File: src/design/inductive_steering_pd_assert.svh
// assertion macros for the inductive steering controller
`ifndef INDUCTIVE_STEERING_PD_ASSERT_SVH
`define INDUCTIVE_STEERING_PD_ASSERT_SVH

// same-cycle implication
`define ISP_ASSERT_NOW(lbl, ante, cons, msg) \
    lbl: assert property (@(posedge clk) disable iff (!rst_n) (ante) |-> (cons)) \
        else $error(msg);

// next-cycle implication
`define ISP_ASSERT_NEXT(lbl, ante, cons, msg) \
    lbl: assert property (@(posedge clk) disable iff (!rst_n) (ante) |=> (cons)) \
        else $error(msg);

`endif

File: src/design/isp_pkg.sv
// shared types and constants for the inductive steering controller
`timescale 1ns / 1ps
package isp_pkg;

    localparam int ADC_BITS = 12;
    localparam int CMD_W    = 2;
    localparam int PROP_W   = 8;
    localparam int KD_W     = 10;
    localparam int ERR_W    = 8;
    localparam int ANGLE_W  = 15;
    localparam int DEN_W    = ADC_BITS + 1;
    localparam int PD_W     = 21;

    localparam logic [CMD_W-1:0] CMD_STOP   = 2'd0;
    localparam logic [CMD_W-1:0] CMD_NORMAL = 2'd1;
    localparam logic [CMD_W-1:0] CMD_CIRCLE = 2'd2;

    localparam logic REG_PROP_GAIN  = 1'b0;
    localparam logic REG_DERIV_GAIN = 1'b1;

    localparam logic [PROP_W-1:0] PROP_GAIN_RESET  = 8'd15;
    localparam logic [KD_W-1:0]   DERIV_GAIN_RESET = 10'd230;

    // serial divider
    localparam int DIV_W  = 20;
    localparam int QUO_W  = 12;
    localparam int STEP_W = 4;
    localparam logic [STEP_W-1:0] ERR_STEPS   = 4'd7;
    localparam logic [STEP_W-1:0] ANGLE_STEPS = 4'd12;
    // 100 scaled by 2^12 so that twelve quotient bits give floor(x / 100)
    localparam logic [DIV_W-1:0] ANGLE_DIVISOR = 20'd409600;

    // serial multiplier
    localparam int MCAND_W = 19;
    localparam int PROD_W  = MCAND_W + KD_W;
    localparam logic [STEP_W-1:0] MUL_STEPS = 4'd10;
    // smallest product whose quotient by 100 exceeds the 15 degree swing
    localparam logic [PROD_W-1:0] CLAMP_LIMIT = 29'd384100;

    localparam logic [ANGLE_W-1:0] ANGLE_CENTER = 15'd23040;
    localparam logic [ANGLE_W-1:0] ANGLE_MIN    = 15'd19200;
    localparam logic [ANGLE_W-1:0] ANGLE_MAX    = 15'd26880;

    typedef struct packed {
        logic              start;
        logic [DIV_W-1:0]  num;
        logic [DIV_W-1:0]  den;
        logic [STEP_W-1:0] steps;
    } div_req_t;

    typedef struct packed {
        logic             done;
        logic [QUO_W-1:0] quo;
    } div_rsp_t;

    typedef struct packed {
        logic               start;
        logic [MCAND_W-1:0] mcand;
        logic [KD_W-1:0]    mplier;
    } mul_req_t;

    typedef struct packed {
        logic              done;
        logic [PROD_W-1:0] prod;
    } mul_rsp_t;

    typedef struct packed {
        logic [PROP_W-1:0] prop_gain;
        logic [KD_W-1:0]   deriv_gain_q8;
    } gains_t;

    typedef struct packed {
        logic [ANGLE_W-1:0] angle_q8;
        logic               clamped;
        logic [ERR_W-1:0]   track_error;
    } result_t;

endpackage

File: src/design/isp_div.sv
// bit-serial restoring divider, one quotient bit per cycle
`timescale 1ns / 1ps
module isp_div (
    input  logic             clk,
    input  logic             rst_n,
    input  isp_pkg::div_req_t req,
    output isp_pkg::div_rsp_t rsp
);
    import isp_pkg::*;

    logic              busy_reg;
    logic              done_reg;
    logic [STEP_W-1:0] cnt_reg;
    logic [DIV_W-1:0]  rem_reg;
    logic [DIV_W-1:0]  rem_next;
    logic [DIV_W-1:0]  den_reg;
    logic [QUO_W-1:0]  quo_reg;
    logic [QUO_W-1:0]  quo_next;
    logic [DIV_W-1:0]  rem_shift;
    logic              take;

    assign rem_shift = {rem_reg[DIV_W-2:0], 1'b0};
    assign take      = (rem_shift >= den_reg);
    assign rem_next  = take ? (rem_shift - den_reg) : rem_shift;
    assign quo_next  = {quo_reg[QUO_W-2:0], take};

    always_ff @(posedge clk or negedge rst_n)
    begin
        if (!rst_n)
        begin
            busy_reg <= 1'b0;
            done_reg <= 1'b0;
            cnt_reg  <= '0;
        end
        else if (req.start)
        begin
            busy_reg <= 1'b1;
            done_reg <= 1'b0;
            cnt_reg  <= req.steps;
        end
        else if (busy_reg)
        begin
            cnt_reg  <= cnt_reg - 1'b1;
            busy_reg <= (cnt_reg != STEP_W'(1));
            done_reg <= (cnt_reg == STEP_W'(1));
        end
        else
        begin
            done_reg <= 1'b0;
        end
    end

    always_ff @(posedge clk)
    begin
        if (req.start)
        begin
            rem_reg <= req.num;
            den_reg <= req.den;
            quo_reg <= '0;
        end
        else if (busy_reg)
        begin
            rem_reg <= rem_next;
            quo_reg <= quo_next;
        end
    end

    assign rsp.done = done_reg;
    assign rsp.quo  = quo_reg;

endmodule

File: src/design/isp_mul.sv
// bit-serial shift-add multiplier, one multiplier bit per cycle
`timescale 1ns / 1ps
module isp_mul (
    input  logic             clk,
    input  logic             rst_n,
    input  isp_pkg::mul_req_t req,
    output isp_pkg::mul_rsp_t rsp
);
    import isp_pkg::*;

    logic              busy_reg;
    logic              done_reg;
    logic [STEP_W-1:0] cnt_reg;
    logic [PROD_W-1:0] mcand_reg;
    logic [KD_W-1:0]   mplier_reg;
    logic [PROD_W-1:0] prod_reg;
    logic [PROD_W-1:0] prod_next;

    assign prod_next = mplier_reg[0] ? (prod_reg + mcand_reg) : prod_reg;

    always_ff @(posedge clk or negedge rst_n)
    begin
        if (!rst_n)
        begin
            busy_reg <= 1'b0;
            done_reg <= 1'b0;
            cnt_reg  <= '0;
        end
        else if (req.start)
        begin
            busy_reg <= 1'b1;
            done_reg <= 1'b0;
            cnt_reg  <= MUL_STEPS;
        end
        else if (busy_reg)
        begin
            cnt_reg  <= cnt_reg - 1'b1;
            busy_reg <= (cnt_reg != STEP_W'(1));
            done_reg <= (cnt_reg == STEP_W'(1));
        end
        else
        begin
            done_reg <= 1'b0;
        end
    end

    always_ff @(posedge clk)
    begin
        if (req.start)
        begin
            mcand_reg  <= PROD_W'(req.mcand);
            mplier_reg <= req.mplier;
            prod_reg   <= '0;
        end
        else if (busy_reg)
        begin
            mcand_reg  <= {mcand_reg[PROD_W-2:0], 1'b0};
            mplier_reg <= {1'b0, mplier_reg[KD_W-1:1]};
            prod_reg   <= prod_next;
        end
    end

    assign rsp.done = done_reg;
    assign rsp.prod = prod_reg;

endmodule

File: src/design/isp_ctrl.sv
// sequencer: error division, pd multiplies, angle division and saturation
`timescale 1ns / 1ps
module isp_ctrl (
    input  logic                            clk,
    input  logic                            rst_n,
    input  logic                            in_valid,
    output logic                            in_ready,
    input  logic [isp_pkg::CMD_W-1:0]       command,
    input  logic [isp_pkg::ADC_BITS-1:0]    adc_left,
    input  logic [isp_pkg::ADC_BITS-1:0]    adc_right,
    input  logic [isp_pkg::ADC_BITS-1:0]    adc_left_outer,
    input  logic [isp_pkg::ADC_BITS-1:0]    adc_right_outer,
    input  isp_pkg::gains_t                 gains,
    input  logic                            out_free,
    output logic                            res_valid,
    output isp_pkg::result_t                res,
    output isp_pkg::div_req_t               div_req,
    input  isp_pkg::div_rsp_t               div_rsp,
    output isp_pkg::mul_req_t               mul_req,
    input  isp_pkg::mul_rsp_t               mul_rsp
);
    import isp_pkg::*;

    localparam logic [2:0] S_IDLE      = 3'd0;
    localparam logic [2:0] S_ERR_DIV   = 3'd1;
    localparam logic [2:0] S_DERIV_MUL = 3'd2;
    localparam logic [2:0] S_GAIN_MUL  = 3'd3;
    localparam logic [2:0] S_ANGLE_DIV = 3'd4;
    localparam logic [2:0] S_DONE      = 3'd5;

    logic [2:0]       state_reg;
    logic [2:0]       state_next;
    logic [ERR_W-1:0] prev_err_reg;
    logic [ERR_W-1:0] prev_err_next;
    logic [ERR_W-1:0] err_reg;
    logic [ERR_W-1:0] err_next;
    logic             err_neg_reg;
    logic             err_neg_next;
    logic             diff_neg_reg;
    logic             diff_neg_next;
    logic             sum_neg_reg;
    logic             sum_neg_next;
    result_t          res_reg;
    result_t          res_next;

    logic [ADC_BITS-1:0] sel_a;
    logic [ADC_BITS-1:0] sel_b;
    logic                a_ge_b;
    logic [ADC_BITS-1:0] mag;
    logic [DEN_W-1:0]    den_in;
    logic                take_item;
    logic [ERR_W-1:0]    err_q;
    logic [ERR_W-1:0]    err_new;
    logic [ERR_W:0]      diff;
    logic [ERR_W:0]      diff_mag;
    logic [PD_W-1:0]     err_scaled;
    logic [PD_W-1:0]     deriv_term;
    logic [PD_W-1:0]     sum;
    logic [PD_W-1:0]     sum_mag;
    logic                over;
    logic [ANGLE_W-1:0]  quo_ext;

    assign sel_a  = (command == CMD_CIRCLE) ? adc_left_outer  : adc_left;
    assign sel_b  = (command == CMD_CIRCLE) ? adc_right_outer : adc_right;
    assign a_ge_b = (sel_a >= sel_b);
    assign mag    = a_ge_b ? (sel_a - sel_b) : (sel_b - sel_a);
    assign den_in = DEN_W'(sel_a) + DEN_W'(sel_b) + DEN_W'(1);

    assign in_ready  = (state_reg == S_IDLE);
    assign take_item = in_valid && in_ready
                       && ((command == CMD_NORMAL) || (command == CMD_CIRCLE));

    assign err_q    = div_rsp.quo[ERR_W-1:0];
    assign err_new  = err_neg_reg ? (ERR_W'(0) - err_q) : err_q;
    assign diff     = {err_new[ERR_W-1], err_new} - {prev_err_reg[ERR_W-1], prev_err_reg};
    assign diff_mag = diff[ERR_W] ? ((ERR_W+1)'(0) - diff) : diff;

    assign err_scaled = {{(PD_W-ERR_W-8){err_reg[ERR_W-1]}}, err_reg, 8'b0};
    assign deriv_term = PD_W'(mul_rsp.prod[MCAND_W-1:0]);
    assign sum        = diff_neg_reg ? (err_scaled - deriv_term) : (err_scaled + deriv_term);
    assign sum_mag    = sum[PD_W-1] ? (PD_W'(0) - sum) : sum;

    assign over    = (mul_rsp.prod >= CLAMP_LIMIT);
    assign quo_ext = ANGLE_W'(div_rsp.quo);

    always_comb
    begin
        state_next    = state_reg;
        prev_err_next = prev_err_reg;
        err_next      = err_reg;
        err_neg_next  = err_neg_reg;
        diff_neg_next = diff_neg_reg;
        sum_neg_next  = sum_neg_reg;
        res_next      = res_reg;
        div_req       = '0;
        mul_req       = '0;
        case (state_reg)
            S_IDLE:
            begin
                if (take_item)
                begin
                    div_req.start = 1'b1;
                    div_req.num   = DIV_W'(mag);
                    div_req.den   = DIV_W'(den_in);
                    div_req.steps = ERR_STEPS;
                    err_neg_next  = !a_ge_b;
                    state_next    = S_ERR_DIV;
                end
            end
            S_ERR_DIV:
            begin
                if (div_rsp.done)
                begin
                    err_next       = err_new;
                    prev_err_next  = err_new;
                    diff_neg_next  = diff[ERR_W];
                    mul_req.start  = 1'b1;
                    mul_req.mcand  = MCAND_W'(diff_mag);
                    mul_req.mplier = gains.deriv_gain_q8;
                    state_next     = S_DERIV_MUL;
                end
            end
            S_DERIV_MUL:
            begin
                if (mul_rsp.done)
                begin
                    sum_neg_next   = sum[PD_W-1];
                    mul_req.start  = 1'b1;
                    mul_req.mcand  = sum_mag[MCAND_W-1:0];
                    mul_req.mplier = KD_W'(gains.prop_gain);
                    state_next     = S_GAIN_MUL;
                end
            end
            S_GAIN_MUL:
            begin
                if (mul_rsp.done)
                begin
                    res_next.track_error = err_reg;
                    if (over)
                    begin
                        res_next.angle_q8 = sum_neg_reg ? ANGLE_MIN : ANGLE_MAX;
                        res_next.clamped  = 1'b1;
                        state_next        = S_DONE;
                    end
                    else
                    begin
                        div_req.start = 1'b1;
                        div_req.num   = mul_rsp.prod[DIV_W-1:0];
                        div_req.den   = ANGLE_DIVISOR;
                        div_req.steps = ANGLE_STEPS;
                        state_next    = S_ANGLE_DIV;
                    end
                end
            end
            S_ANGLE_DIV:
            begin
                if (div_rsp.done)
                begin
                    res_next.angle_q8 = sum_neg_reg ? (ANGLE_CENTER - quo_ext)
                                                    : (ANGLE_CENTER + quo_ext);
                    res_next.clamped  = 1'b0;
                    state_next        = S_DONE;
                end
            end
            S_DONE:
            begin
                if (out_free)
                begin
                    state_next = S_IDLE;
                end
            end
            default:
            begin
                state_next = S_IDLE;
            end
        endcase
    end

    always_ff @(posedge clk or negedge rst_n)
    begin
        if (!rst_n)
        begin
            state_reg    <= S_IDLE;
            prev_err_reg <= '0;
        end
        else
        begin
            state_reg    <= state_next;
            prev_err_reg <= prev_err_next;
        end
    end

    always_ff @(posedge clk)
    begin
        err_reg      <= err_next;
        err_neg_reg  <= err_neg_next;
        diff_neg_reg <= diff_neg_next;
        sum_neg_reg  <= sum_neg_next;
        res_reg      <= res_next;
    end

    assign res_valid = (state_reg == S_DONE);
    assign res       = res_reg;

endmodule

File: src/design/inductive_steering_pd.sv
// a new request is taken only when idle, once the last result has passed to the
// output register; a stop request is accepted without starting any work
// the work runs on the shared bit-serial divider (7 and 12 steps) and
// the shift-add multiplier (two passes of 10 steps); a saturated angle skips the angle division
// reset: gains return to 15 and 230, previous error to zero, no result pending
`timescale 1ns / 1ps
module inductive_steering_pd (
    input  logic                         clk,
    input  logic                         rst_n,
    input  logic                         psel,
    input  logic                         penable,
    input  logic                         pwrite,
    input  logic [2:0]                   paddr,
    input  logic [31:0]                  pwdata,
    output logic [31:0]                  prdata,
    output logic                         pready,
    input  logic                         in_valid,
    output logic                         in_ready,
    input  logic [isp_pkg::CMD_W-1:0]    command,
    input  logic [isp_pkg::ADC_BITS-1:0] adc_left,
    input  logic [isp_pkg::ADC_BITS-1:0] adc_right,
    input  logic [isp_pkg::ADC_BITS-1:0] adc_left_outer,
    input  logic [isp_pkg::ADC_BITS-1:0] adc_right_outer,
    output logic                         out_valid,
    input  logic                         out_ready,
    output logic [isp_pkg::ANGLE_W-1:0]  angle_q8,
    output logic                         clamped,
    output logic signed [isp_pkg::ERR_W-1:0] track_error
);
    import isp_pkg::*;

    `include "inductive_steering_pd_assert.svh"

    gains_t    gains_reg;
    logic      cfg_write;
    logic      out_valid_reg;
    result_t   out_res_reg;
    logic      out_free;
    logic      res_valid;
    result_t   res;
    logic      load;
    div_req_t  div_req;
    div_rsp_t  div_rsp;
    mul_req_t  mul_req;
    mul_rsp_t  mul_rsp;

    // register file
    assign pready    = 1'b1;
    assign cfg_write = psel && penable && pwrite && pready;
    assign prdata    = (paddr[2] == REG_DERIV_GAIN) ? 32'(gains_reg.deriv_gain_q8)
                                                    : 32'(gains_reg.prop_gain);

    always_ff @(posedge clk or negedge rst_n)
    begin
        if (!rst_n)
        begin
            gains_reg.prop_gain     <= PROP_GAIN_RESET;
            gains_reg.deriv_gain_q8 <= DERIV_GAIN_RESET;
        end
        else if (cfg_write)
        begin
            if (paddr[2] == REG_PROP_GAIN)
            begin
                gains_reg.prop_gain <= pwdata[PROP_W-1:0];
            end
            else
            begin
                gains_reg.deriv_gain_q8 <= pwdata[KD_W-1:0];
            end
        end
    end

    isp_ctrl u_ctrl (
        .clk             (clk),
        .rst_n           (rst_n),
        .in_valid        (in_valid),
        .in_ready        (in_ready),
        .command         (command),
        .adc_left        (adc_left),
        .adc_right       (adc_right),
        .adc_left_outer  (adc_left_outer),
        .adc_right_outer (adc_right_outer),
        .gains           (gains_reg),
        .out_free        (out_free),
        .res_valid       (res_valid),
        .res             (res),
        .div_req         (div_req),
        .div_rsp         (div_rsp),
        .mul_req         (mul_req),
        .mul_rsp         (mul_rsp)
    );

    isp_div u_div (
        .clk   (clk),
        .rst_n (rst_n),
        .req   (div_req),
        .rsp   (div_rsp)
    );

    isp_mul u_mul (
        .clk   (clk),
        .rst_n (rst_n),
        .req   (mul_req),
        .rsp   (mul_rsp)
    );

    // output register
    assign out_free = !out_valid_reg || out_ready;
    assign load     = res_valid && out_free;

    always_ff @(posedge clk or negedge rst_n)
    begin
        if (!rst_n)
        begin
            out_valid_reg <= 1'b0;
        end
        else if (load)
        begin
            out_valid_reg <= 1'b1;
        end
        else if (out_ready)
        begin
            out_valid_reg <= 1'b0;
        end
    end

    always_ff @(posedge clk)
    begin
        if (load)
        begin
            out_res_reg <= res;
        end
    end

    assign out_valid   = out_valid_reg;
    assign angle_q8    = out_res_reg.angle_q8;
    assign clamped     = out_res_reg.clamped;
    assign track_error = out_res_reg.track_error;

    `ISP_ASSERT_NOW(a_angle_range, out_valid_reg, (angle_q8 >= ANGLE_MIN) && (angle_q8 <= ANGLE_MAX), "angle out of range")
    `ISP_ASSERT_NOW(a_clamp_on_limit, out_valid_reg && clamped, (angle_q8 == ANGLE_MIN) || (angle_q8 == ANGLE_MAX), "clamped angle not on a limit")
    `ISP_ASSERT_NOW(a_error_range, out_valid_reg, track_error != 8'sh80, "track error outside -127..127")
    `ISP_ASSERT_NEXT(a_stop_no_work, in_valid && in_ready && (command != CMD_NORMAL) && (command != CMD_CIRCLE), in_ready, "stop request started work")

endmodule
File: config.mk
export PLATFORM = sky130hd
export DESIGN_NAME = inductive_steering_pd
export DESIGN_NICKNAME = d
export VERILOG_FILES = /design/src/design/isp_pkg.sv /design/src/design/isp_div.sv /design/src/design/isp_mul.sv /design/src/design/isp_ctrl.sv /design/src/design/inductive_steering_pd.sv
export VERILOG_INCLUDE_DIRS = /design/src /design/src/design
export SDC_FILE = /design/constraint.sdc
export NUM_CORES = 1
export LEC_CHECK = 0
export ABC_AREA = 1
export BUFFER_PORTS_ARGS = -buffer_cell sky130_fd_sc_hd__buf_2
export CAP_MARGIN = 10
export CORE_MARGIN = 2
export CORE_UTILIZATION = 45
export DETAILED_ROUTE_END_ITERATION = 12
export PLACE_DENSITY_LB_ADDON = 0.25
export SKIP_CTS_REPAIR_TIMING = 1
export SLEW_MARGIN = 20
export SYNTH_ARGS = -nofsm -noshare
export SYNTH_HDL_FRONTEND = slang
export SYNTH_SLANG_ARGS = --single-unit
File: constraint.sdc
create_clock -name clk -period 3.25 [get_ports clk]
set_input_delay 0.65 -clock clk [delete_from_list [all_inputs] [get_ports clk]]
set_output_delay 0.65 -clock clk [all_outputs]
set_load 0.01 [all_outputs]
# Word level (Yosys, flattened, before mapping)
# Index checks and enable logic that the tools add are counted.
word_totals:
  register_bits: 220
  input_bits: 92
  out_inout_bits: 59
  elab_cells: 139
op_classes:
  add_sub_neg: 16
  magnitude_cmp: 3
  n_eq_ne: 18
  mux: 50
  bitwise: 1
  reduce_logical: 23
op_table:
  columns: ["cell", "count"]
  rows:
  - ["45-bit two-way mux", 3]
  - ["19-bit two-way mux", 6]
  - ["45-bit case mux with 2 select lines", 1]
  - ["30-bit two-way mux", 2]
  - ["30-bit case mux with 2 select lines", 1]
  - ["12-bit two-way mux", 3]
  - ["16-bit two-way mux", 2]
  - ["16-bit case mux with 2 select lines", 1]
  - ["10-bit two-way mux", 3]
  - ["29-bit adder", 1]
  - ["29-bit by 19-bit >= comparator with 1-bit output, second input constant", 1]
  - ["24-bit two-way mux", 1]
  - ["12-bit subtractor", 2]
  - ["16-bit by 20-bit adder with 21-bit output", 1]
  - ["21-bit two-way mux", 1]
  - ["16-bit by 20-bit subtractor with 21-bit output", 1]
  - ["20-bit >= comparator", 1]
  - ["1-bit by 19-bit subtractor with 19-bit output, first input constant", 1]
  - ["19-bit subtractor", 1]
  - ["3-bit two-way mux", 6]
  - ["3-bit case mux with 6 select lines", 1]
  - ["4-bit two-way mux", 4]
  - ["15-bit by 12-bit adder with 15-bit output, first input constant", 1]
  - ["15-bit two-way mux", 1]
  - ["other kinds (30)", 65]

# Longest topological paths before layout
# Gate-level depths: netlist of the first run.
logic_depth:
  word_depth: 8
  mapped_depth: 20
  mapped_depth_nobuf: 19

# Modules after synthesis
# A second synthesis of the first run with hierarchy kept.
unflattened:
  hier_cells: 2630
  area_unflattened_um2: 17879.6
modules_own_cells:
  columns: ["module", "n_inst", "cells_per_inst", "area_each_um2", "seq_area_each_um2"]
  rows:
  - ["isp_ctrl", 1, 1203, 7338.3, 1326.3]
  - ["isp_mul", 1, 792, 5049.8, 1801.7]
  - ["isp_div", 1, 470, 3673.5, 1561.5]
  - ["inductive_steering_pd", 1, 165, 1818.0, 1207.4]

# Least setup slack after synthesis of the first run
# OpenSTA, ideal clock, no wires.
synth_path:
  kind: "in2reg"
  start: "in command[0] (netlist name)"
  end: "reg u_div.rem_reg[10] (data pin)"
  setup_time_ps: 259
  t_arrival_ps: 3144
  required_time_ps: 2991
  setup_slack_ps: -153
  cell_stages: 16
  n_path_buf: 2
  path_cell_list: "inv_1 -> ha_1 -> clkbuf_1 -> clkbuf_1 -> nand2_1 -> o21ai_0 -> inv_1 -> fa_1 -> nand2_1 -> nand2_1 -> a21boi_0 -> o21ai_0 -> xor2_1 -> nand2_1 -> nand3_1 -> nand3_1"
synth_between:
  elab_chain_cells: 7
  word_cells_on_any_way: 13
  classes_between: "2 x add/sub; 1 x order compare; 2 x eq/ne; 6 x mux; 2 x reduce/logical"
synth_lines:
  columns: ["item", "line", "text"]
  rows:
  - ["start, declared", "inductive_steering_pd.sv:19", "input logic [isp_pkg::CMD_W-1:0] command,"]
  - ["2-bit == test", "isp_ctrl.sv:63, isp_ctrl.sv:64, isp_ctrl.sv:71", null]
  - ["12-bit two-way mux (on tied branches)", "isp_ctrl.sv:64, isp_ctrl.sv:63", null]
  - ["12-bit subtractor or 12-bit >= comparator (tied branches)", "isp_ctrl.sv:66, isp_ctrl.sv:65", null]
  - ["12-bit two-way mux", "isp_ctrl.sv:66", "assign mag = a_ge_b ? (sel_a - sel_b) : (sel_b - sel_a);"]
  - ["45-bit two-way mux (*)", "isp_ctrl.sv:100", "if (take_item)"]
  - ["45-bit case mux with 2 select lines (*)", "isp_ctrl.sv:97", "case (state_reg)"]
  - ["19-bit two-way mux (*)", "isp_div.sv:55", "if (req.start)"]
  - ["end signal, assigned", "isp_div.sv:57", "rem_reg <= req.num;"]
  - ["end signal, assigned", "isp_div.sv:63", "rem_reg <= rem_next;"]
  - ["end, declared", "isp_div.sv:14", "logic [DIV_W-1:0] rem_reg;"]
# Mark *: on every way between the ends. The rest lies on a longest branch, timed or not.
# A chain may end at the register's enable or synchronous reset.

# Final worst setup path of the first run
layout_path:
  start: "reg u_div.quo_reg[0]"
  end: "reg u_mul.mcand_reg[7] (data pin)"
layout_between:
  elab_chain_cells: 8
layout_lines:
  columns: ["item", "line", "text"]
  rows:
  - ["start, declared", "isp_div.sv:17", "logic [QUO_W-1:0] quo_reg;"]
  - ["start signal, assigned", "isp_div.sv:64", "quo_reg <= quo_next;"]
  - ["1-bit by 8-bit subtractor with 8-bit output (*)", "isp_ctrl.sv:74", "assign err_new = err_neg_reg ? (ERR_W'(0) - err_q) : err_q;"]
  - ["8-bit two-way mux (*)", "isp_ctrl.sv:74", null]
  - ["named net u_ctrl.err_new[1]", "isp_ctrl.sv:53", "logic [ERR_W-1:0] err_new;"]
  - ["8-bit by 8-bit subtractor with 9-bit output (*)", "isp_ctrl.sv:75", "assign diff = {err_new[ERR_W-1], err_new} - {prev_err_reg[ERR_W-1], prev_err_reg};"]
  - ["1-bit by 9-bit subtractor with 9-bit output", "isp_ctrl.sv:76", "assign diff_mag = diff[ERR_W] ? ((ERR_W+1)'(0) - diff) : diff;"]
  - ["9-bit two-way mux (*)", "isp_ctrl.sv:76", null]
  - ["30-bit two-way mux (*)", "isp_ctrl.sv:112", "if (div_rsp.done)"]
  - ["30-bit case mux with 2 select lines (*)", "isp_ctrl.sv:97", null]
  - ["19-bit two-way mux (*)", "isp_mul.sv:49", "if (req.start)"]
  - ["end signal, assigned", "isp_mul.sv:51", "mcand_reg <= PROD_W'(req.mcand);"]
  - ["end signal, assigned", "isp_mul.sv:57", "mcand_reg <= {mcand_reg[PROD_W-2:0], 1'b0};"]
  - ["end, declared", "isp_mul.sv:14", "logic [PROD_W-1:0] mcand_reg;"]
# The timed path passes the listed nets; every way through them passes the cells marked *.

==> results of run 1 <==
## synth_stat cells, types with 28 or more instances
| library cell | n | share of area [%] |
|---|---|---|
| clkbuf_1 | 28 | 0.65 |
| nor2_1 | 139 | 3.2 |
| o21ai_0 | 186 | 5.8 |
| ha_1 | 122 | 9.4 |
| inv_1 | 346 | 8.0 |
| a21oi_1 | 129 | 4.0 |
| nand2_1 | 518 | 12 |
| nor3_1 | 34 | 1.1 |
| dfrtp_1 | 33 | 5.1 |
| buf_4 | 28 | 1.3 |
| dfxtp_1 | 51 | 6.3 |
| nand4_1 | 33 | 1.3 |
| nand3_1 | 155 | 4.8 |
| xor2_1 | 52 | 2.8 |
| edfxtp_1 | 121 | 22 |
## final cells by class
cell class                 instances  area, um^2  share of cell area [%]
tap                              461         577                    3.07
clock inverter                    12         121                   0.645
sequential                       214        5720                    30.4
timing repair buffer             241        1570                    8.33
multi-input combinational       1578        8790                    46.8
clock buffer                      34         669                    3.56
inverter                         362        1370                    7.26
## metrics by stage
stage          cells  cell area [um^2]  setup TNS [ps]  util (%)
3_3_place_gp    2855             18000           -3660      50.6
2_1_floorplan   2234             16300               0         -
4_1_cts         2901             18700               0      52.8
3_5_place_dp    2855             18000           -5060      50.6
6_report        2902             18800               0      53.0
5_1_grt         2902             18800           -38.3      53.0
## worst paths after layout
kind	startpoint	to	slack, ps	depth (start not counted)
max	u_div.quo_reg[0]	u_mul.mcand_reg[7]	210	20
min	rst_n	u_ctrl.state_reg[0]	130	1
max reg2reg	u_div.quo_reg[0]	u_mul.mcand_reg[7]	210	20
min reg2reg	u_ctrl.res[4]	track_error[4]	410	0
max in group asynchronous	rst_n	gains_reg[14]	2710	1
min in group clk	pwdata[7]	gains_reg[7]	350	3
## kinds of logic (layout without fill, tap and decap cells)
| kind of cell | count (synthesis) | after routing |
|---|---|---|
| and+or+nand+nor | 924 | 924 |
| AOI/OAI and AO/OA | 428 | 428 |
| muxes | 2 | 2 |
| DFF | 214 | 214 |
| adders and majority gates | 129 | 129 |
| other | 2 | 23 |
| buffers and inverters | 442 | 649 |
| xor gates and xnor gates | 72 | 72 |
## worst max-delay path: stages, from the launching register on
cell	delay (ps)
dfxtp_1	380
inv_2	70
ha_4	260
nand2_1	40
o21ai_0	90
buf_4	170
inv_1	70
fa_1	430
inv_1	70
nand3_1	60
nand2_1	110
a21oi_1	100
o21bai_2	210
nand2_1	80
nand2_1	70
nand2_2	90
buf_4	160
nand2_1	60
nand2_1	50
nand3_1	90
o211ai_1	130
## report_power, final
part | total (mW) | leakage [nW] | internal (mW) | switching, mW
registers | 4.81 | 2.08 | 4.02 | 0.788
clock network | 2.76 | 0.383 | 1.61 | 1.15
logic | 10.8 | 6.75 | 3.97 | 6.84
## metal layers
metal / wire length (um) / share of wire, % / up-vias
met1: 21700 / 48 / 7063
met4: 1040 / 2.3 / 0
li1: - / - / 7660
met3: 2570 / 5.6 / 63
met2: 20300 / 45 / 435
met5: 0 / 0 / -
==> metrics.yaml, run 1 <==
global_route:
  grt_pass1_wl_um: 74000
  met1_usage_pct: 34.4
  use_met3_pct: 2.73
  grt_max_degree: 44
  grt_pass1_vias: 14300
  overflow: 0
  grtUsageTotal_pct: 24.0
  antenna_found_initial: 0
  use_met2_pct: 38.8
  gr-max-usage-layer: "met2"
synthesis:
  synth.distinct_cells: 57
  synthFlopType: "edfxtp_1"
  ys_ff_latch: 214
  yosys_warnings: 0
  async_flop_share_pct: 19.6
  synth_top_family_by_area: "simple AND/OR/NAND/NOR gates"
  syn_area_mm2: 0.0162
  postSynthAreaPerCell_um2: 7.31
  yosys.area_share.simple_pct: 24.5
  synth.yosys.seq_area_share_pct: 35.3
  synthAdderAreaFrac_pct: 10.3
  syn_inst: 2213
  synthMuxAreaShare_pct: 0.139
  synth-compound-area-share_pct: 14.7
  synth_xor_area_share_pct: 3.90
  synth_edf_count: 121
detailed_routing:
  vias: 15200
  postRouteAntennaNets: 0
  drt_wl_total_um: 45700
  dr.first_iter.drc_count: 1062
  drt-vias-per-instance: 5.25
  drc: 0
  detail_route.wl_per_cell_um: 15.7
  dr.pass1.iters: 6
cts:
  cts_tree: "built"
  cts_root_buf: "clkbuf_16"
  cts_sinks: 214
  cts_max_level: 1
  clkLatencyLatePin_ps: 540
  cts.clk_slew.worst_paths_ps: 70
  cts_max_path_buffers: 3
  cts_buffers: 25
floorplanning:
  die-area_mm2: 0.0375
  ios: 151
  fp.dieW_um: 194
  initial_core_util_pct: 45.6
  die_y_um: 194
  rows: 69
  core_area_mm2: 0.0355
power_and_ir_drop:
  power.density_mw_per_mm2: 977
  max-vdd-ir-drop_uv: 650
  p_total_mw: 18.4
  p_leak_nw: 9.21
finish:
  mostFrequentLayoutCells: "517 x nand2_1, 342 x inv_1, 179 x o21ai_0"
  syn2layout_area_growth_pct: 16.2
  fillers: 3441
  num-nets-final: 2643
  layout_commonest_cell: "nand2_1"
  n_antenna_cell: 0
  drive_gt1_share_pct: 14.1
sta:
  setup_ws_ps: 206
  post-route-min-period_ps: 3040
  relSlewSlack_pct: 29.0
  setup_viol: 0
  whs_ps: 132
  hold_violations: 0
  tightest_slew_ps: 1060
  fin_crit_sh_pct: 93.7
  fin_skew_ps: 25.9
  fmax_mhz: 328
  slew_viol_final: 0
placed_design:
  port_buffers: 103
  gp_congestion: 0.944
  dp_hpwl_um: 36100
  pre_cts_ws_ps: -424
run_status:
  status: "finished clean"
critical_path:
  required_ps: 3530
  crit_path_end_kind: "register"
  path_class: "register to register"
  worst_setup_path_start_kind: "register"
  cp.arrival_ps: 3320
  critPathMaxFanout: 5
run:
  cap_viol_max_count: 0
hold_path:
  hold_path.class: "input port to asynchronous set/reset pin"
Note: power is estimated with default switching activity, not from simulation.
==> run 2, diff against run 1 <==
--- a/config.mk
+++ b/config.mk
@@ -13,6 +13,7 @@
 export CORE_UTILIZATION = 45
 export DETAILED_ROUTE_END_ITERATION = 12
 export PLACE_DENSITY_LB_ADDON = 0.25
+export SETUP_SLACK_MARGIN = 0.4
 export SKIP_CTS_REPAIR_TIMING = 1
 export SLEW_MARGIN = 20
 export SYNTH_ARGS = -nofsm -noshare
==> run 2 against run 1 <==
  * Clock skew is 0.76 ps lower
  * Worst hold slack got worse by 13 ps
  * Count of clock-buffer cells in the layout is 2 lower
  * Non-clock buffer count increased by 13
  * Global-route usage up 0.40 points
  * Critical path type unchanged
  * First-iteration DRC count rose by 2.3%
==> metrics.yaml, run 2 (synthesis gave the netlist of run 1 again) <==
sta:
  fmax_mhz: 348  # was 328 MHz
  fin_skew_ps: 25.1  # was 25.9 ps
  setup_viol: 0  # unchanged
  setup_ws_ps: 373  # was 206 ps
  rsz0062_at_grt: "yes"
  slew_viol_final: 0  # unchanged
  fin_crit_sh_pct: 88.5  # was 93.7%
  tightest_slew_ps: 675  # was 1060 ps
  post-route-min-period_ps: 2880  # was 3040 ps
  relSlewSlack_pct: 54.9  # was 29.0%
  hold_violations: 0  # unchanged
power_and_ir_drop:
  p_sw_share_pct: 47.8  # about the same
  p_leak_nw: 9.36  # was 9.21 nW
  comb_power_share_pct: 60.7  # was 58.8%
  p_sw_mw: 9.30  # was 8.78 mW
  p_total_mw: 19.5  # was 18.4 mW
  power.density_mw_per_mm2: 991  # was 977 mW/mm^2
  max-vdd-ir-drop_uv: 624  # was 650 uV
  pwr-share-clk_pct: 14.3  # was 15.0%
  p_seq_share_pct: 25.0  # was 26.2%
  p_int_mw: 10.2  # was 9.60 mW
detailed_routing:
  drt-vias-per-instance: 5.28  # was 5.25
  drc: 0  # unchanged
  vias: 15400  # was 15200
  drt_wl_total_um: 47900  # was 45700 um
  dr.first_iter.drc_count: 1086  # was 1062
  detail_route.wl_per_cell_um: 16.4  # was 15.7 um
  dr.pass1.iters: 6  # unchanged
  postRouteAntennaNets: 0  # unchanged
global_route:
  overflow: 0  # unchanged
  grt_pass1_vias: 14700  # was 14300
  grtUsageTotal_pct: 24.4  # was 24.0%
  grt_pass1_wl_um: 74900  # was 74000 um
  antenna_found_initial: 0  # unchanged
  grt_max_degree: 43  # was 44
cts:
  cts_tree: "built"  # unchanged
  cts_max_path_buffers: 3  # unchanged
  cts_buffers: 25  # unchanged
  cts_sinks: 214  # unchanged
  cts.clk_slew.worst_paths_ps: 70  # about the same
  cts_max_level: 1  # unchanged
  cts_root_buf: "clkbuf_16"  # unchanged
  clkLatencyLatePin_ps: 550  # was 540 ps
floorplanning:
  ios: 151  # unchanged
  rows: 69  # unchanged
  die-area_mm2: 0.0375  # unchanged
  initial_core_util_pct: 45.6  # unchanged
  die_y_um: 194  # unchanged
  fp.dieW_um: 194  # unchanged
  core_area_mm2: 0.0355  # unchanged
placed_design:
  gp_congestion: 0.918  # was 0.944
  dp_hpwl_um: 36700  # was 36100 um
  port_buffers: 103  # unchanged
  pre_cts_ws_ps: -227  # was -424 ps
critical_path:
  worstPathCellList: "buf_6, o21ai_4, inv_2, fa_2, buf_4, xnor2_1, inv_1, nand3_1, nor3_2, nand3_1, nand2_1, nand2_1, nand3_2, o211ai_1"  # was inv_2, ha_4, nand2_1, o21ai_0, buf_4, inv_1, fa_1, inv_1, nand3_1, nand2_1, a21oi_1, o21bai_2, nand2_1, nand2_1, nand2_2, buf_4, nand2_1, nand2_1, nand3_1, o211ai_1
  slowest_delay_ps: 540  # was 430 ps
  crit_slowest_cell: "edfxtp_1"  # was fa_1
  required_ps: 3520  # was 3530 ps
  worst_setup_path_start_kind: "register"  # unchanged
  path_class: "register to register"  # unchanged
  critPathMaxFanout: 4  # was 5
  path_buf_inv: 4  # was 5
  crit_path_end_kind: "register"  # unchanged
  cp.arrival_ps: 3150  # was 3320 ps
  crit_family: "simple AND/OR/NAND/NOR gates"  # was adder cells
finish:
  layout_commonest_cell: "nand2_1"  # unchanged
  drive_gt1_share_pct: 19.8  # was 14.1%
  fillers: 3349  # was 3441
  mostFrequentLayoutCells: "502 x nand2_1, 331 x inv_1, 146 x nand3_1"  # was 517 x nand2_1, 342 x inv_1, 179 x o21ai_0
  syn2layout_area_growth_pct: 21.3  # was 16.2%
  num-nets-final: 2657  # was 2643
  n_antenna_cell: 0  # unchanged
run_status:
  status: "finished clean"  # unchanged
run:
  cap_viol_max_count: 0  # unchanged
hold_path:
  hold_path.class: "input port to asynchronous set/reset pin"  # unchanged
[run 2: changes by cell type in the layout (fill, tap and decap cells not counted), moves of 14 or more]
| cell | previous run | this run |
|---|---|---|
| nand2_1 | 517 | 502 |
| a21oi_2 | 3 | 17 |
| o21ai_2 | 1 | 22 |
| o21ai_0 | 179 | 140 |
| a21oi_1 | 129 | 115 |
| ha_1 | 120 | 101 |
[run 2: area by class of cell]
class / count / area [um^2] / share of cell area (%)
tap: 461 / 577 / 2.94
inverter: 362 / 1390 / 7.09
clock buffer: 32 / 683 / 3.48
timing repair buffer: 254 / 1700 / 8.65
multi-input combinational: 1578 / 9400 / 47.9
sequential: 214 / 5740 / 29.3
timing repair inverter: 1 / 7.51 / 0.0382
clock inverter: 14 / 125 / 0.637
[run 2: worst reg2reg max path, cell delays in order, from the launching register on]
cell and delay (ps):
edfxtp_1 540, buf_6 190, o21ai_4 190, inv_2 80, fa_2 380, buf_4 150
xnor2_1 160, inv_1 110, nand3_1 110, nor3_2 250, nand3_1 130, nand2_1 90
nand2_1 60, nand3_2 70, o211ai_1 80
[run 2: per-layer routing]
metal	vias to the layer above	part of all wire (%)	GRT usage [%]
met1	7226	46	33.9
met3	82	5.1	2.31
met2	380	46	40.9
met5	-	0	0
met4	0	2.8	6.36
li1	7704	-	-
[run 2: metrics by stage]
step | cells | util (%) | setup TNS (ps) | hold slack [ps] | area (um^2)
2_1_floorplan | 2234 | - | 0 | 354 | 16400
3_3_place_gp | 2836 | 50.4 | -1310 | 402 | 17900
3_5_place_dp | 2836 | 50.4 | -2220 | 405 | 17900
4_1_cts | 2882 | 52.7 | -102 | 327 | 18700
5_1_grt | 2916 | 55.3 | 0 | 167 | 19600
6_report | 2916 | 55.3 | 0 | 119 | 19600
[run 2: power by group through the flow]
| stage | combinational [mW] | clock (mW) | sequential [mW] |
|---|---|---|---|
| 3_3_place_gp | 10.3 | 0 | 4.82 |
| 5_1_grt | 13.2 | 2.94 | 4.96 |
| 2_1_floorplan | 7.79 | 0 | 4.54 |
| 3_5_place_dp | 10.4 | 0 | 4.85 |
| 4_1_cts | 10.5 | 2.84 | 4.80 |
| 6_report | 11.8 | 2.78 | 4.87 |
[run 2: path summary, 6_finish.rpt]
kind / startpoint / endpoint / slack [ps] / cells past startpoint
max reg2reg: u_ctrl.err_neg_reg / u_mul.mcand_reg[7] / 370 / 14
max: u_ctrl.err_neg_reg / u_mul.mcand_reg[7] / 370 / 14
min in group clk: pwdata[8] / gains_reg[8] / 350 / 2
min: rst_n / u_ctrl.prev_err_reg[2] / 120 / 1
min reg2reg: u_ctrl.res[1] / track_error[1] / 420 / 0
max in group asynchronous: rst_n / gains_reg[4] / 2700 / 1
==> run 3, diff against run 2 <==
--- a/config.mk
+++ b/config.mk
@@ -6,14 +6,12 @@
 export SDC_FILE = /design/constraint.sdc
 export NUM_CORES = 1
 export LEC_CHECK = 0
-export ABC_AREA = 1
 export BUFFER_PORTS_ARGS = -buffer_cell sky130_fd_sc_hd__buf_2
 export CAP_MARGIN = 10
 export CORE_MARGIN = 2
 export CORE_UTILIZATION = 45
 export DETAILED_ROUTE_END_ITERATION = 12
 export PLACE_DENSITY_LB_ADDON = 0.25
-export SETUP_SLACK_MARGIN = 0.4
 export SKIP_CTS_REPAIR_TIMING = 1
 export SLEW_MARGIN = 20
 export SYNTH_ARGS = -nofsm -noshare
==> constraint.sdc (replaced) <==
create_clock -name clk -period 3.1 [get_ports clk]
set_input_delay 0.62 -clock clk [delete_from_list [all_inputs] [get_ports clk]]
set_output_delay 0.62 -clock clk [all_outputs]
set_load 0.01 [all_outputs]
==> run 3 against run 2 <==
  * Sequential power decreased by 2%
  * The run now ends with negative setup slack left
  * Highest routed layer unchanged
  * Wire length is 19% lower
  * Critical path type is now input port to register
  * Sequential share of layout area barely moved
==> metrics.yaml, run 3 <==
run_status:
  status: "complete, but fails checks"  # was finished clean
  violations: "negative setup slack"
cts:
  cts_tree: "built"  # unchanged
  clkLatencyLatePin_ps: 530  # was 550 ps
  cts_root_buf: "clkbuf_16"  # unchanged
  cts_max_path_buffers: 3  # unchanged
  cts_max_level: 1  # unchanged
  cts.clk_slew.worst_paths_ps: 60  # was 70 ps
  cts_buffers: 25  # unchanged
  cts_sinks: 214  # unchanged
finish:
  stdcell_area_mm2: 0.0196  # about the same
  num-nets-final: 2142  # was 2657
  drive_gt1_share_pct: 32.3  # was 19.8%
  syn2layout_area_growth_pct: 29.8  # was 21.3%
  fillers: 2890  # was 3349
  layout_commonest_cell: "buf_4"  # was nand2_1
  instances_no_fill: 2387  # was 2916
  mostFrequentLayoutCells: "229 x buf_4, 166 x nand2_1, 121 x edfxtp_1"  # was 502 x nand2_1, 331 x inv_1, 146 x nand3_1
  utilization_pct: 58.8  # was 55.3%
  n_antenna_cell: 0  # unchanged
synthesis:
  syn_inst: 1611  # was 2213
  postSynthAreaPerCell_um2: 9.36  # was 7.31 um^2
  synth.distinct_cells: 105  # was 57
  synthTopCellsByArea: "edfxtp_1 24%, ha_1 10%, dfxtp_1 6.8%"  # was edfxtp_1 22%, nand2_1 12%, ha_1 9.4%
  synth_commonest_cells: "171 x nand2_1, 128 x nor2_1, 122 x ha_1"  # was 518 x nand2_1, 346 x inv_1, 186 x o21ai_0
  async_flop_share_pct: 19.6  # unchanged
  ys_ff_latch: 214  # unchanged
  syn_area_mm2: 0.0151  # was 0.0162 mm^2
  synth_largest_area_cell: "edfxtp_1"  # unchanged
  synthFlopType: "edfxtp_1"  # unchanged
  synth_top_area_share_pct: 24.1  # was 22.4%
  synth_edf_count: 121  # unchanged
  synth.yosys.seq_area_share_pct: 37.9  # was 35.3%
  synth_most_common_cell: "nand2_1"  # unchanged
  yosys_warnings: 0  # unchanged
run:
  cap_viol_max_count: 0  # unchanged
floorplanning:
  die_y_um: 187  # was 194 um
  die-area_mm2: 0.0350  # was 0.0375 mm^2
  core_area_mm2: 0.0333  # was 0.0355 mm^2
  initial_core_util_pct: 45.3  # was 45.6%
  rows: 67  # was 69
  fp.dieW_um: 187  # was 194 um
  ios: 151  # unchanged
sta:
  hold_violations: 0  # unchanged
  slew_viol_final: 0  # unchanged
  whs_ps: 111  # was 119 ps
  post-route-min-period_ps: 3450
  fin_skew_ps: 13.3  # was 25.1 ps
  fin_crit_sh_pct: 111
  relSlewSlack_pct: 44.2  # was 54.9%
  tightest_slew_ps: 836  # was 675 ps
  setup_viol: 28  # was 0
  rsz0062_at_grt: "yes"  # unchanged
  tns_ps: -3710  # was 0 ps
  fmax_mhz: 290
  setup_ws_ps: -349  # was 373 ps
critical_path:
  worst_setup_path_start_kind: "input port"  # was register
  critPathMaxFanout: 7  # was 4
  crit_path_end_kind: "register"  # unchanged
  required_ps: 3370  # was 3520 ps
  path_class: "input port to register"  # was register to register
  cp.arrival_ps: 3720  # was 3150 ps
detailed_routing:
  route.met3.wl_um: 1770  # was 2440 um
  wl_met1_um: 17400  # was 21900 um
  detail_route.wl_per_cell_um: 16.2  # was 16.4 um
  dr.first_iter.drc_count: 729  # was 1086
  postRouteAntennaNets: 0  # unchanged
  top_layer_used: "met4"  # unchanged
  drc: 0  # unchanged
  dr.pass1.iters: 6  # unchanged
  vias: 12700  # was 15400
  drt_wl_total_um: 38800  # was 47900 um
  met2WireLength_um: 18700  # was 22200 um
  drt-vias-per-instance: 5.31  # was 5.28
power_and_ir_drop:
  p_total_mw: 19.3  # was 19.5 mW
  p_leak_nw: 8.51  # was 9.36 nW
  max-vdd-ir-drop_uv: 539  # was 624 uV
  power.density_mw_per_mm2: 987  # was 991 mW/mm^2
global_route:
  grt_pass1_wl_um: 61400  # was 74900 um
  overflow: 0  # unchanged
  grtUsageTotal_pct: 21.1  # was 24.4%
  antenna_found_initial: 1  # was 0
  grt_pass1_vias: 12400  # was 14700
  grt_max_degree: 35  # was 43
placed_design:
  port_buffers: 103  # unchanged
  gp_congestion: 0.874  # was 0.918
  placed_cell_area_mm2: 0.0176  # was 0.0179 mm^2
  pre_cts_ws_ps: -1070  # was -227 ps
  dp.cells: 2309  # was 2836
  dp_hpwl_um: 28700  # was 36700 um
hold_path:
  hold_path.class: "input port to asynchronous set/reset pin"  # unchanged
==> run 3: cell count changes after synthesis, moves of 15 or more <==
cell and delta:
xnor2_1 +53, mux2_2 +45, nor2b_1 +15, o21ai_0 -127, nand4_1 -28, o31ai_1 +15, clkbuf_1 +18, mux2i_1 +46
nand2_1 -347, inv_1 -225, nand3_1 -137, a21oi_1 -20
==> run 3: where the power goes <==
part / internal, mW / switching, mW / total [mW]
clock: 1.92 / 1.19 / 3.11
combinational: 5.49 / 5.94 / 11.4
sequential: 4.04 / 0.719 / 4.76
==> run 3: final timing paths <==
path                             startpoint            endpoint  slack, ps  cells past startpoint
max reg2reg                u_div.quo_reg[1]  u_mul.mcand_reg[8]       -180                     15
max                              command[0]    u_div.rem_reg[7]       -350                     19
min in group clk                  pwdata[9]        gains_reg[9]        340                      2
min                                   rst_n        gains_reg[8]        110                      1
min reg2reg                   u_ctrl.res[3]      track_error[3]        420                      0
max in group asynchronous             rst_n    u_div.cnt_reg[1]       2350                      2
==> run 3: kinds of logic after synthesis <==
family                   synth area share (%)
XOR/XNOR                                 6.74
AND/OR/NAND/NOR                          14.3
multiplexers                             6.57
AO/OA/AOI/OAI                            17.1
adder cells (fa/ha/maj)                  11.1
buffers and inverters                    6.23
flip-flops                               37.9
other                                  0.0498
==> run 3: critical path: stages <==
cell and delay (ps):
buf_8 100, clkinv_8 30, ha_4 200, mux2_4 340
inv_4 70, ha_4 140, inv_4 30, fa_2 350
a21o_1 180, a21oi_2 170, a31o_4 200, a21oi_4 80
buf_6 140, buf_6 110, mux2i_4 170, o21ai_4 90
a31o_4 250, xnor2_2 130, a221o_1 290
==> run 3: layer usage <==
layer | track usage (%) | up-vias
met2 | 36.5 | 272
met3 | 3.00 | 54
met1 | 27.8 | 6071
met4 | 4.98 | 0
li1 | - | 6273
met5 | 0 | -
==> run 3: layout make-up <==
class | instances | area [um^2] | area share (%)
Clock buffer | 28 | 647 | 3.31
Clock inverter | 17 | 225 | 1.15
Inverter | 125 | 493 | 2.52
Multi-Input combinational cell | 1204 | 9420 | 48.2
Sequential cell | 214 | 5720 | 29.3
Tap cell | 448 | 561 | 2.87
Timing Repair Buffer | 351 | 2490 | 12.7
